[config.mk]
export PLATFORM = sky130hd
export DESIGN_NAME = windowed_integral_pid_flat
export DESIGN_NICKNAME = d
export VERILOG_FILES = /design/src/design/wip_pkg.sv /design/src/design/wip_sample_if.sv /design/src/design/wip_drive_if.sv /design/src/design/windowed_integral_pid.sv /design/src/design/wip_ram.sv /design/src/design/wip_cfg.sv /design/src/design/wip_window.sv /design/src/design/wip_math.sv /design/src/flat_wrapper.sv
export SDC_FILE = /design/constraint.sdc
export NUM_CORES = 2
export LEC_CHECK = 0
export BUFFER_PORTS_ARGS = -buffer_cell sky130_fd_sc_hd__buf_2
export CAP_MARGIN = 10
export CORE_MARGIN = 3
export CORE_UTILIZATION = 65
export DETAILED_ROUTE_END_ITERATION = 12
export PLACE_DENSITY = 0.83
export SETUP_SLACK_MARGIN = 0.15
export SYNTH_ARGS = -nofsm -noshare
export SYNTH_HDL_FRONTEND = slang
export SYNTH_SLANG_ARGS = --single-unit
[constraint.sdc]
create_clock -name clk -period 17.96 [get_ports clk]
set_input_delay 3.592 -clock clk [delete_from_list [all_inputs] [get_ports clk]]
set_output_delay 3.592 -clock clk [all_outputs]
set_load 0.02 [all_outputs]
[src/design/wip_pkg.sv]
// shared constants, register codes and the configuration struct
// for the windowed integral pid controller; no dependencies
`default_nettype none

package wip_pkg;

    localparam int WINDOW_LEN_DEF = 50;

    localparam int SPEED_W   = 16;
    localparam int ERR_W     = 17;
    localparam int GAIN_W    = 16;
    localparam int LIMIT_W   = 15;
    localparam int DRIVE_W   = 16;
    localparam int FRAC_BITS = 8;

    localparam int APB_ADDR_W = 4;
    localparam int APB_DATA_W = 32;

    typedef logic [1:0] reg_idx_t;

    localparam reg_idx_t REG_GAIN_P       = 2'd0;
    localparam reg_idx_t REG_GAIN_I       = 2'd1;
    localparam reg_idx_t REG_GAIN_D       = 2'd2;
    localparam reg_idx_t REG_OUTPUT_LIMIT = 2'd3;

    localparam logic signed [GAIN_W-1:0] GAIN_P_RST       = 16'sd256;
    localparam logic signed [GAIN_W-1:0] GAIN_I_RST       = 16'sd0;
    localparam logic signed [GAIN_W-1:0] GAIN_D_RST       = 16'sd0;
    localparam logic        [LIMIT_W-1:0] OUTPUT_LIMIT_RST = 15'd5000;

    typedef struct packed {
        logic signed [GAIN_W-1:0]  gain_p;
        logic signed [GAIN_W-1:0]  gain_i;
        logic signed [GAIN_W-1:0]  gain_d;
        logic        [LIMIT_W-1:0] output_limit;
    } wip_cfg_t;

endpackage

`default_nettype wire

[src/design/wip_sample_if.sv]
// sample request channel: measured and set speed
// depends on wip_pkg
`default_nettype none

interface wip_sample_if;
    import wip_pkg::*;

    logic                      valid;
    logic                      ready;
    logic signed [SPEED_W-1:0] measured_speed;
    logic signed [SPEED_W-1:0] set_speed;

    modport source (output valid, output measured_speed, output set_speed, input ready);
    modport sink   (input valid, input measured_speed, input set_speed, output ready);
endinterface

`default_nettype wire

[src/design/wip_drive_if.sv]
// drive request channel: saturated controller output
// depends on wip_pkg
`default_nettype none

interface wip_drive_if;
    import wip_pkg::*;

    logic                      valid;
    logic                      ready;
    logic signed [DRIVE_W-1:0] drive_value;

    modport source (output valid, output drive_value, input ready);
    modport sink   (input valid, input drive_value, output ready);
endinterface

`default_nettype wire

[src/design/windowed_integral_pid.sv]
// top level of the windowed integral pid speed controller
// depends on wip_pkg, wip_sample_if, wip_drive_if, wip_cfg, wip_window, wip_math
//
//   port     kind         carries
//   sample   valid/ready  measured_speed, set_speed (in)
//   drive    valid/ready  drive_value (out)
//   apb      psel/penable gain_p, gain_i, gain_d, output_limit at 0x0, 0x4, 0x8, 0xc
//
// one request per cycle sustained while drive.ready stays high; drive valid follows the
// sample accept through the input register and the output register
// stages: input register with window ram read and error, then gain products,
// sum, shift and clamp into the output register
// reset clears the window through per-entry fill flags, so no clearing pass is needed
// a stalled drive request holds the output register; sample.ready drops once the input register is full behind it
`default_nettype none

module windowed_integral_pid #(
    parameter int WINDOW_LEN = wip_pkg::WINDOW_LEN_DEF
) (
    input  wire logic                           clk,
    input  wire logic                           rst_n,
    wip_sample_if.sink                          sample,
    wip_drive_if.source                         drive,
    input  wire logic                           psel,
    input  wire logic                           penable,
    input  wire logic                           pwrite,
    input  wire logic [wip_pkg::APB_ADDR_W-1:0] paddr,
    input  wire logic [wip_pkg::APB_DATA_W-1:0] pwdata,
    output logic      [wip_pkg::APB_DATA_W-1:0] prdata,
    output logic                                pready
);
    import wip_pkg::*;

    localparam int SUM_W = ERR_W + $clog2(WINDOW_LEN);

    wip_cfg_t                cfg;
    logic                    s1_valid;
    logic                    s2_ready;
    logic signed [ERR_W-1:0] err;
    logic signed [ERR_W:0]   der;
    logic signed [SUM_W-1:0] sum;

    wip_cfg u_cfg (
        .clk     (clk),
        .rst_n   (rst_n),
        .psel    (psel),
        .penable (penable),
        .pwrite  (pwrite),
        .paddr   (paddr),
        .pwdata  (pwdata),
        .prdata  (prdata),
        .pready  (pready),
        .cfg     (cfg)
    );

    wip_window #(
        .WINDOW_LEN (WINDOW_LEN),
        .SUM_W      (SUM_W)
    ) u_window (
        .clk            (clk),
        .rst_n          (rst_n),
        .in_valid       (sample.valid),
        .in_ready       (sample.ready),
        .measured_speed (sample.measured_speed),
        .set_speed      (sample.set_speed),
        .s1_valid       (s1_valid),
        .s2_ready       (s2_ready),
        .err            (err),
        .der            (der),
        .sum            (sum)
    );

    wip_math #(
        .SUM_W (SUM_W)
    ) u_math (
        .clk         (clk),
        .rst_n       (rst_n),
        .cfg         (cfg),
        .s1_valid    (s1_valid),
        .s2_ready    (s2_ready),
        .err         (err),
        .der         (der),
        .sum         (sum),
        .out_valid   (drive.valid),
        .out_ready   (drive.ready),
        .drive_value (drive.drive_value)
    );

endmodule

`default_nettype wire

[src/design/wip_ram.sv]
// generic simple dual port ram, one write and one registered read port
// no dependencies
`default_nettype none

module wip_ram #(
    parameter int WIDTH = 17,
    parameter int DEPTH = 50
) (
    input  wire logic                     clk,
    input  wire logic                     wr_en,
    input  wire logic [$clog2(DEPTH)-1:0] wr_addr,
    input  wire logic [WIDTH-1:0]         wr_data,
    input  wire logic                     rd_en,
    input  wire logic [$clog2(DEPTH)-1:0] rd_addr,
    output logic      [WIDTH-1:0]         rd_data
);

    logic [WIDTH-1:0] mem [DEPTH];

    always_ff @(posedge clk)
    begin
        if (wr_en)
        begin
            mem[wr_addr] <= wr_data;
        end
        if (rd_en)
        begin
            rd_data <= mem[rd_addr];
        end
    end

endmodule

`default_nettype wire

[src/design/wip_cfg.sv]
// apb register file: gains and output limit
// depends on wip_pkg
`default_nettype none

module wip_cfg (
    input  wire logic                              clk,
    input  wire logic                              rst_n,
    input  wire logic                              psel,
    input  wire logic                              penable,
    input  wire logic                              pwrite,
    input  wire logic [wip_pkg::APB_ADDR_W-1:0]    paddr,
    input  wire logic [wip_pkg::APB_DATA_W-1:0]    pwdata,
    output logic      [wip_pkg::APB_DATA_W-1:0]    prdata,
    output logic                                   pready,
    output wip_pkg::wip_cfg_t                      cfg
);
    import wip_pkg::*;

    wip_cfg_t cfg_reg;
    reg_idx_t reg_idx;

    assign reg_idx = paddr[APB_ADDR_W-1:2];
    assign pready  = 1'b1;
    assign cfg     = cfg_reg;

    always_ff @(posedge clk or negedge rst_n)
    begin
        if (!rst_n)
        begin
            cfg_reg.gain_p       <= GAIN_P_RST;
            cfg_reg.gain_i       <= GAIN_I_RST;
            cfg_reg.gain_d       <= GAIN_D_RST;
            cfg_reg.output_limit <= OUTPUT_LIMIT_RST;
        end
        else if (psel && penable && pwrite)
        begin
            unique case (reg_idx)
                REG_GAIN_P:       cfg_reg.gain_p       <= pwdata[GAIN_W-1:0];
                REG_GAIN_I:       cfg_reg.gain_i       <= pwdata[GAIN_W-1:0];
                REG_GAIN_D:       cfg_reg.gain_d       <= pwdata[GAIN_W-1:0];
                REG_OUTPUT_LIMIT: cfg_reg.output_limit <= pwdata[LIMIT_W-1:0];
                default:          cfg_reg.gain_p       <= cfg_reg.gain_p;
            endcase
        end
    end

    always_comb
    begin
        unique case (reg_idx)
            REG_GAIN_P:       prdata = {{(APB_DATA_W-GAIN_W){1'b0}}, cfg_reg.gain_p};
            REG_GAIN_I:       prdata = {{(APB_DATA_W-GAIN_W){1'b0}}, cfg_reg.gain_i};
            REG_GAIN_D:       prdata = {{(APB_DATA_W-GAIN_W){1'b0}}, cfg_reg.gain_d};
            REG_OUTPUT_LIMIT: prdata = {{(APB_DATA_W-LIMIT_W){1'b0}}, cfg_reg.output_limit};
            default:          prdata = '0;
        endcase
    end

endmodule

`default_nettype wire

[src/design/wip_window.sv]
// first stage: error, derivative and the running window sum
// depends on wip_pkg and wip_ram
`default_nettype none

module wip_window #(
    parameter int WINDOW_LEN = wip_pkg::WINDOW_LEN_DEF,
    parameter int SUM_W      = wip_pkg::ERR_W + $clog2(WINDOW_LEN)
) (
    input  wire logic                              clk,
    input  wire logic                              rst_n,
    input  wire logic                              in_valid,
    output logic                                   in_ready,
    input  wire logic signed [wip_pkg::SPEED_W-1:0] measured_speed,
    input  wire logic signed [wip_pkg::SPEED_W-1:0] set_speed,
    output logic                                   s1_valid,
    input  wire logic                              s2_ready,
    output logic signed [wip_pkg::ERR_W-1:0]       err,
    output logic signed [wip_pkg::ERR_W:0]         der,
    output logic signed [SUM_W-1:0]                sum
);
    import wip_pkg::*;

    localparam int PTR_W = $clog2(WINDOW_LEN);

    logic                    accept;
    logic                    advance;
    logic signed [ERR_W-1:0] err_in;
    logic [PTR_W-1:0]        ptr_reg;
    logic [PTR_W-1:0]        ptr_next;
    logic [WINDOW_LEN-1:0]   filled_reg;
    logic                    s1_valid_reg;
    logic signed [ERR_W-1:0] err1_reg;
    logic [PTR_W-1:0]        ptr1_reg;
    logic                    live1_reg;
    logic signed [SUM_W-1:0] sum_reg;
    logic signed [SUM_W-1:0] sum_next;
    logic signed [ERR_W-1:0] prev_reg;
    logic [ERR_W-1:0]        rd_data;
    logic signed [ERR_W-1:0] old_err;

    assign in_ready = !s1_valid_reg || s2_ready;
    assign accept   = in_valid && in_ready;
    assign advance  = s1_valid_reg && s2_ready;

    assign err_in   = ERR_W'(set_speed) - ERR_W'(measured_speed);
    assign ptr_next = (ptr_reg == PTR_W'(WINDOW_LEN - 1)) ? '0 : ptr_reg + 1'b1;

    // entries never written read as zero
    assign old_err  = live1_reg ? rd_data : '0;
    assign sum_next = sum_reg + SUM_W'(err1_reg) - SUM_W'(old_err);

    wip_ram #(
        .WIDTH (ERR_W),
        .DEPTH (WINDOW_LEN)
    ) u_window_ram (
        .clk     (clk),
        .wr_en   (advance),
        .wr_addr (ptr1_reg),
        .wr_data (err1_reg),
        .rd_en   (accept),
        .rd_addr (ptr_reg),
        .rd_data (rd_data)
    );

    always_ff @(posedge clk or negedge rst_n)
    begin
        if (!rst_n)
        begin
            ptr_reg      <= '0;
            filled_reg   <= '0;
            s1_valid_reg <= 1'b0;
            sum_reg      <= '0;
            prev_reg     <= '0;
        end
        else
        begin
            if (accept)
            begin
                ptr_reg <= ptr_next;
            end
            if (advance)
            begin
                filled_reg[ptr1_reg] <= 1'b1;
                sum_reg              <= sum_next;
                prev_reg             <= err1_reg;
            end
            if (in_ready)
            begin
                s1_valid_reg <= in_valid;
            end
        end
    end

    always_ff @(posedge clk)
    begin
        if (accept)
        begin
            err1_reg  <= err_in;
            ptr1_reg  <= ptr_reg;
            live1_reg <= filled_reg[ptr_reg];
        end
    end

    assign s1_valid = s1_valid_reg;
    assign err      = err1_reg;
    assign der      = (ERR_W+1)'(err1_reg) - (ERR_W+1)'(prev_reg);
    assign sum      = sum_reg;

endmodule

`default_nettype wire

[src/design/wip_math.sv]
// gain products, sum, shift and clamp feeding the output register
// depends on wip_pkg
`default_nettype none

module wip_math #(
    parameter int SUM_W = wip_pkg::ERR_W + $clog2(wip_pkg::WINDOW_LEN_DEF)
) (
    input  wire logic                               clk,
    input  wire logic                               rst_n,
    input  wip_pkg::wip_cfg_t                       cfg,
    input  wire logic                               s1_valid,
    output logic                                    s2_ready,
    input  wire logic signed [wip_pkg::ERR_W-1:0]   err,
    input  wire logic signed [wip_pkg::ERR_W:0]     der,
    input  wire logic signed [SUM_W-1:0]            sum,
    output logic                                    out_valid,
    input  wire logic                               out_ready,
    output logic signed [wip_pkg::DRIVE_W-1:0]      drive_value
);
    import wip_pkg::*;

    localparam int PP_W  = GAIN_W + ERR_W;
    localparam int PD_W  = GAIN_W + ERR_W + 1;
    localparam int PI_W  = GAIN_W + SUM_W;
    localparam int ACC_W = PI_W + 2;
    localparam int Y_W   = ACC_W - FRAC_BITS;

    logic                      out_valid_reg;
    logic                      out_load_ok;
    logic                      load;
    logic signed [PP_W-1:0]    pp;
    logic signed [PI_W-1:0]    pi;
    logic signed [PD_W-1:0]    pd;
    logic signed [ACC_W-1:0]   acc;
    logic signed [Y_W-1:0]     y;
    logic signed [Y_W-1:0]     lim_pos;
    logic signed [Y_W-1:0]     lim_neg;
    logic signed [DRIVE_W-1:0] drive_next;
    logic signed [DRIVE_W-1:0] drive_reg;

    assign out_load_ok = !out_valid_reg || out_ready;
    assign s2_ready    = out_load_ok;
    assign load        = s1_valid && out_load_ok;

    assign pp = cfg.gain_p * err;
    assign pi = cfg.gain_i * sum;
    assign pd = cfg.gain_d * der;

    assign acc     = ACC_W'(pp) + ACC_W'(pi) + ACC_W'(pd);
    // floor shift of the product sum, dropping the fraction bits of the q8.8 gains
    assign y       = acc[ACC_W-1:FRAC_BITS];
    assign lim_pos = Y_W'({1'b0, cfg.output_limit});
    assign lim_neg = -lim_pos;

    always_comb
    begin
        if (y > lim_pos)
        begin
            drive_next = DRIVE_W'(lim_pos);
        end
        else if (y < lim_neg)
        begin
            drive_next = DRIVE_W'(lim_neg);
        end
        else
        begin
            drive_next = DRIVE_W'(y);
        end
    end

    always_ff @(posedge clk or negedge rst_n)
    begin
        if (!rst_n)
        begin
            out_valid_reg <= 1'b0;
        end
        else if (out_load_ok)
        begin
            out_valid_reg <= s1_valid;
        end
    end

    always_ff @(posedge clk)
    begin
        if (load)
        begin
            drive_reg <= drive_next;
        end
    end

    assign out_valid   = out_valid_reg;
    assign drive_value = drive_reg;

endmodule

`default_nettype wire

[src/flat_wrapper.sv]
// flat-port wrapper written by rule: the top's interface ports become plain ports
module windowed_integral_pid_flat import wip_pkg::*;
#(
    parameter int WINDOW_LEN = wip_pkg::WINDOW_LEN_DEF
)
  (clk, rst_n, psel, penable, pwrite, paddr, pwdata, prdata, pready, sample_valid, sample_measured_speed, sample_set_speed, sample_ready, drive_valid, drive_drive_value, drive_ready);
  wip_sample_if sample_i ();
  wip_drive_if drive_i ();
  input  wire logic clk;
  input  wire logic rst_n;
  input  wire logic psel;
  input  wire logic penable;
  input  wire logic pwrite;
  input  wire logic [wip_pkg::APB_ADDR_W-1:0] paddr;
  input  wire logic [wip_pkg::APB_DATA_W-1:0] pwdata;
  output logic      [wip_pkg::APB_DATA_W-1:0] prdata;
  output logic pready;
  input wire logic [$bits(sample_i.valid)-1:0] sample_valid;
  input wire logic [$bits(sample_i.measured_speed)-1:0] sample_measured_speed;
  input wire logic [$bits(sample_i.set_speed)-1:0] sample_set_speed;
  output wire logic [$bits(sample_i.ready)-1:0] sample_ready;
  output wire logic [$bits(drive_i.valid)-1:0] drive_valid;
  output wire logic [$bits(drive_i.drive_value)-1:0] drive_drive_value;
  input wire logic [$bits(drive_i.ready)-1:0] drive_ready;
  assign sample_i.valid = sample_valid;
  assign sample_i.measured_speed = sample_measured_speed;
  assign sample_i.set_speed = sample_set_speed;
  assign sample_ready = sample_i.ready;
  assign drive_valid = drive_i.valid;
  assign drive_drive_value = drive_i.drive_value;
  assign drive_i.ready = drive_ready;
  windowed_integral_pid #(.WINDOW_LEN(WINDOW_LEN)) u_core (.clk(clk), .rst_n(rst_n), .sample(sample_i), .drive(drive_i), .psel(psel), .penable(penable), .pwrite(pwrite), .paddr(paddr), .pwdata(pwdata), .prdata(prdata), .pready(pready));
endmodule
==> key figures <==
Die
  – # rows: 129
  – Area of the core: 0.124 mm²
  – Die H: 360 µm
  – DIE AREA: 0.130 mm²
  – Die X: 360 µm
  – I/O pin count: 126
  – Effective utilization at floorplan: 0.657

Detailed routing
  – First DRT Iteration DRCs: 6864
  – Via count: 52308
  – DRT Pass-1 Iters: 8
  – Routed len/inst: 27.5 µm
  – Via-per-instance ratio: 6.42
  – Routed WL: 224000 µm
  – # DRC: 0
  – Final ANT Viol Nets: 0

Worst setup path
  – Data arrival, critical path: 16880 ps
  – Setup CP Type: reg -> reg
  – Critical Path Sink Type: register
  – CP Launch Type: register
  – Buffers & Inverters on Critical Path: 9
  – Most frequent CP cell: fa_1
  – Crit-path leading delay family: adder cells
  – Slowest CP cell: nor4_1
  – Reg2reg start: u_core.u_window.err[0]
  – Slowest stage delay, CP: 910 ps
  – Worst Setup SP: u_core.u_window.err[0]
  – Crit-path max FO: 32
  – WP data required: 18410 ps

Clock tree
  – CTS Hold Bufs: 0
  – Root Driver: clkbuf_16
  – CTS Sinks: 1068
  – Post-CTS Resized: 0
  – Clk_lat worst skew: 780 ps
  – Clock slew at reported path FFs: 60 ps
  – Max H-tree Level: 3
  – Max Root-Sink Buffers: 3
  – CTS tree: built
  – # Post-CTS Setup Buffers: 0
  – CTS Buf Count: 101

Logic synthesis
  – Post-synth cell types: 82
  – Fraction of registers with async set/reset: 0.151
  – YS warnings: 0
  – Largest area contributor in the netlist: edfxtp_1
  – Largest cells by area after synthesis: edfxtp_1 33%, fa_1 27%, mux4_2 8.3%, inv_1 6.4%, ha_1 4.9%
  – Synth Flop Type: edfxtp_1
  – Synth top cells by count: 1397 x inv_1, 1115 x fa_1, 907 x edfxtp_1, 635 x nand2_1, 344 x and2_1
  – #FFs+latches synth: 1068
  – Sequential fraction of the synthesis area: 0.383
  – Proportion of netlist area held by the largest area contributor: 0.334
  – Most common cell in the netlist: inv_1
  – Post-Synthesis Cells: 6382
  – Syn Area/Cell: 12.8 µm²
  – Synthesized area: 0.0816 mm²
  – EDFF count, synth: 907

Run
  – Max_cap viols: 0

Cells and area
  – Design area: 0.0874 mm²
  – Final #Nets: 7929
  – Area delta synth->final: 7.11%
  – Largest register FFs: 850
  – Share of cells above drive strength 1: 0.138

Global routing
  – Vias in the first global route: 57047
  – Initial antenna violation count: 12
  – Met3 Use GR: 0.0982
  – First-pass GRT wire length: 345000 µm
  – GR Util met2: 0.550
  – GR Overflow Total: 0
  – Largest net degree at the start of global routing: 118
  – Met1 usage: 0.455
  – Grt peak-use layer: met2
  – GRT Resource Usage Total: 0.358

Place
  – DP Area: 0.0841 mm²
  – Port Buffer Count: 90
  – Detail Placement HPWL: 150000 µm
  – Global placer's final weighted congestion: 0.909

Timing
  – RSZ-0062 raised after global routing: false
  – Minimum clock period: 16430 ps
  – Slew headroom: 0.151
  – Final period utilization: 0.915
  – Setup TNS: 0 ps
  – Final hold slack: 466 ps
  – Worst slew pin tran: 1270 ps
  – Final Skew: 85.5 ps
  – Final setup vio count: 0
  – Fmax: 60.9 MHz
  – Pins Over Slew Limit: 0
  – Final hold violation count: 0

Status
  – Outcome: completed

Hold path
  – Hold path start: u_core.u_window.filled_reg[46]
  – Worst hold path type: reg -> reg
[per-stage QoR]
stage                     setup slack, ps  instances   util
after floorplan                      4850       6397      -
after global placement               2970       7956  0.677
after detailed placement             2400       7956  0.677
after CTS                            2240       8138  0.704
after global routing                 1160       8138  0.704
final                                1530       8152  0.704
[cells in the final DEF, fill, tap and decap left out, types with 12 or more instances in the layout]
master	Yosys	layout
buf_4	18	123
xor2_1	27	26
a21boi_0	13	13
clkbuf_8	0	12
a21o_1	36	36
or2_2	57	57
nor2b_1	45	45
buf_2	4	89
diode_2	0	14
a31oi_1	14	13
clkinv_1	0	15
edfxtp_1	907	907
o21ai_0	99	98
inv_1	1397	1396
nor2_2	0	47
mux4_2	302	302
and2_1	344	344
fa_1	1115	1115
nand3_1	31	31
dfrtp_1	155	151
and3_1	23	23
clkinv_2	0	12
nor3_1	26	24
clkbuf_1	233	25
ha_1	317	317
nor2_1	114	67
xnor2_1	76	73
clkbuf_16	0	101
nand2b_1	38	38
conb_1	2	17
nand2_1	635	635
mux2_2	82	82
a21oi_1	63	63
[logic make-up after synthesis]
| group | count (synthesis) | synth area share |
|---|---|---|
| muxes | 398 | 0.0966 |
| other | 2 | 0.0000920 |
| xor gates and xnor gates | 103 | 0.0111 |
| AOI/OAI and AO/OA | 319 | 0.0251 |
| adders and majority gates | 1433 | 0.322 |
| and+or+nand+nor | 1368 | 0.0827 |
| DFF | 1068 | 0.383 |
| buffers and inverters | 1691 | 0.0790 |
[area by class of cell]
class,count,area (µm²)
fill,7554,36700
antenna,14,35.0
sequential,1068,31300
clock buffer,137,2770
multi-input combinational,3638,44100
tap,1637,2050
timing repair buffer,214,1400
inverter,1399,5250
clock inverter,45,494
[worst register-to-register path, delay by kind of cell (launching register included)]
family | cells | cell delay [ps]
AOI/OAI and AO/OA | 14 | 3820
buffers and inverters | 9 | 800
and+or+nand+nor | 15 | 5120
xor gates and xnor gates | 1 | 170
adders and majority gates | 13 | 5930
DFF | 1 | 350
[path summary, 6_finish.rpt]
kind,end,slack [ps],cells past startpoint
worst max-delay path,u_core.u_math.drive_value[9],1530,52
worst min-delay path,u_core.u_window.filled_reg[46],470,1
worst max register to register,u_core.u_math.drive_value[9],1530,52
worst min register to register,u_core.u_window.filled_reg[46],470,1
max in group asynchronous,u_core.u_window.prev_reg[7],13090,3
min in group asynchronous,u_core.u_cfg.cfg[19],2870,1
[routing by layer]
metal  routed length [µm]  vias to the layer above
li1                     -                    20508
met1                73800                    26566
met2               105000                     4104
met3                27600                     1128
met4                18400                        2
met5                   31                        -
Power is not shown: default switching activity piles up to over one toggle a cycle in this logic, so the estimate is an artifact.
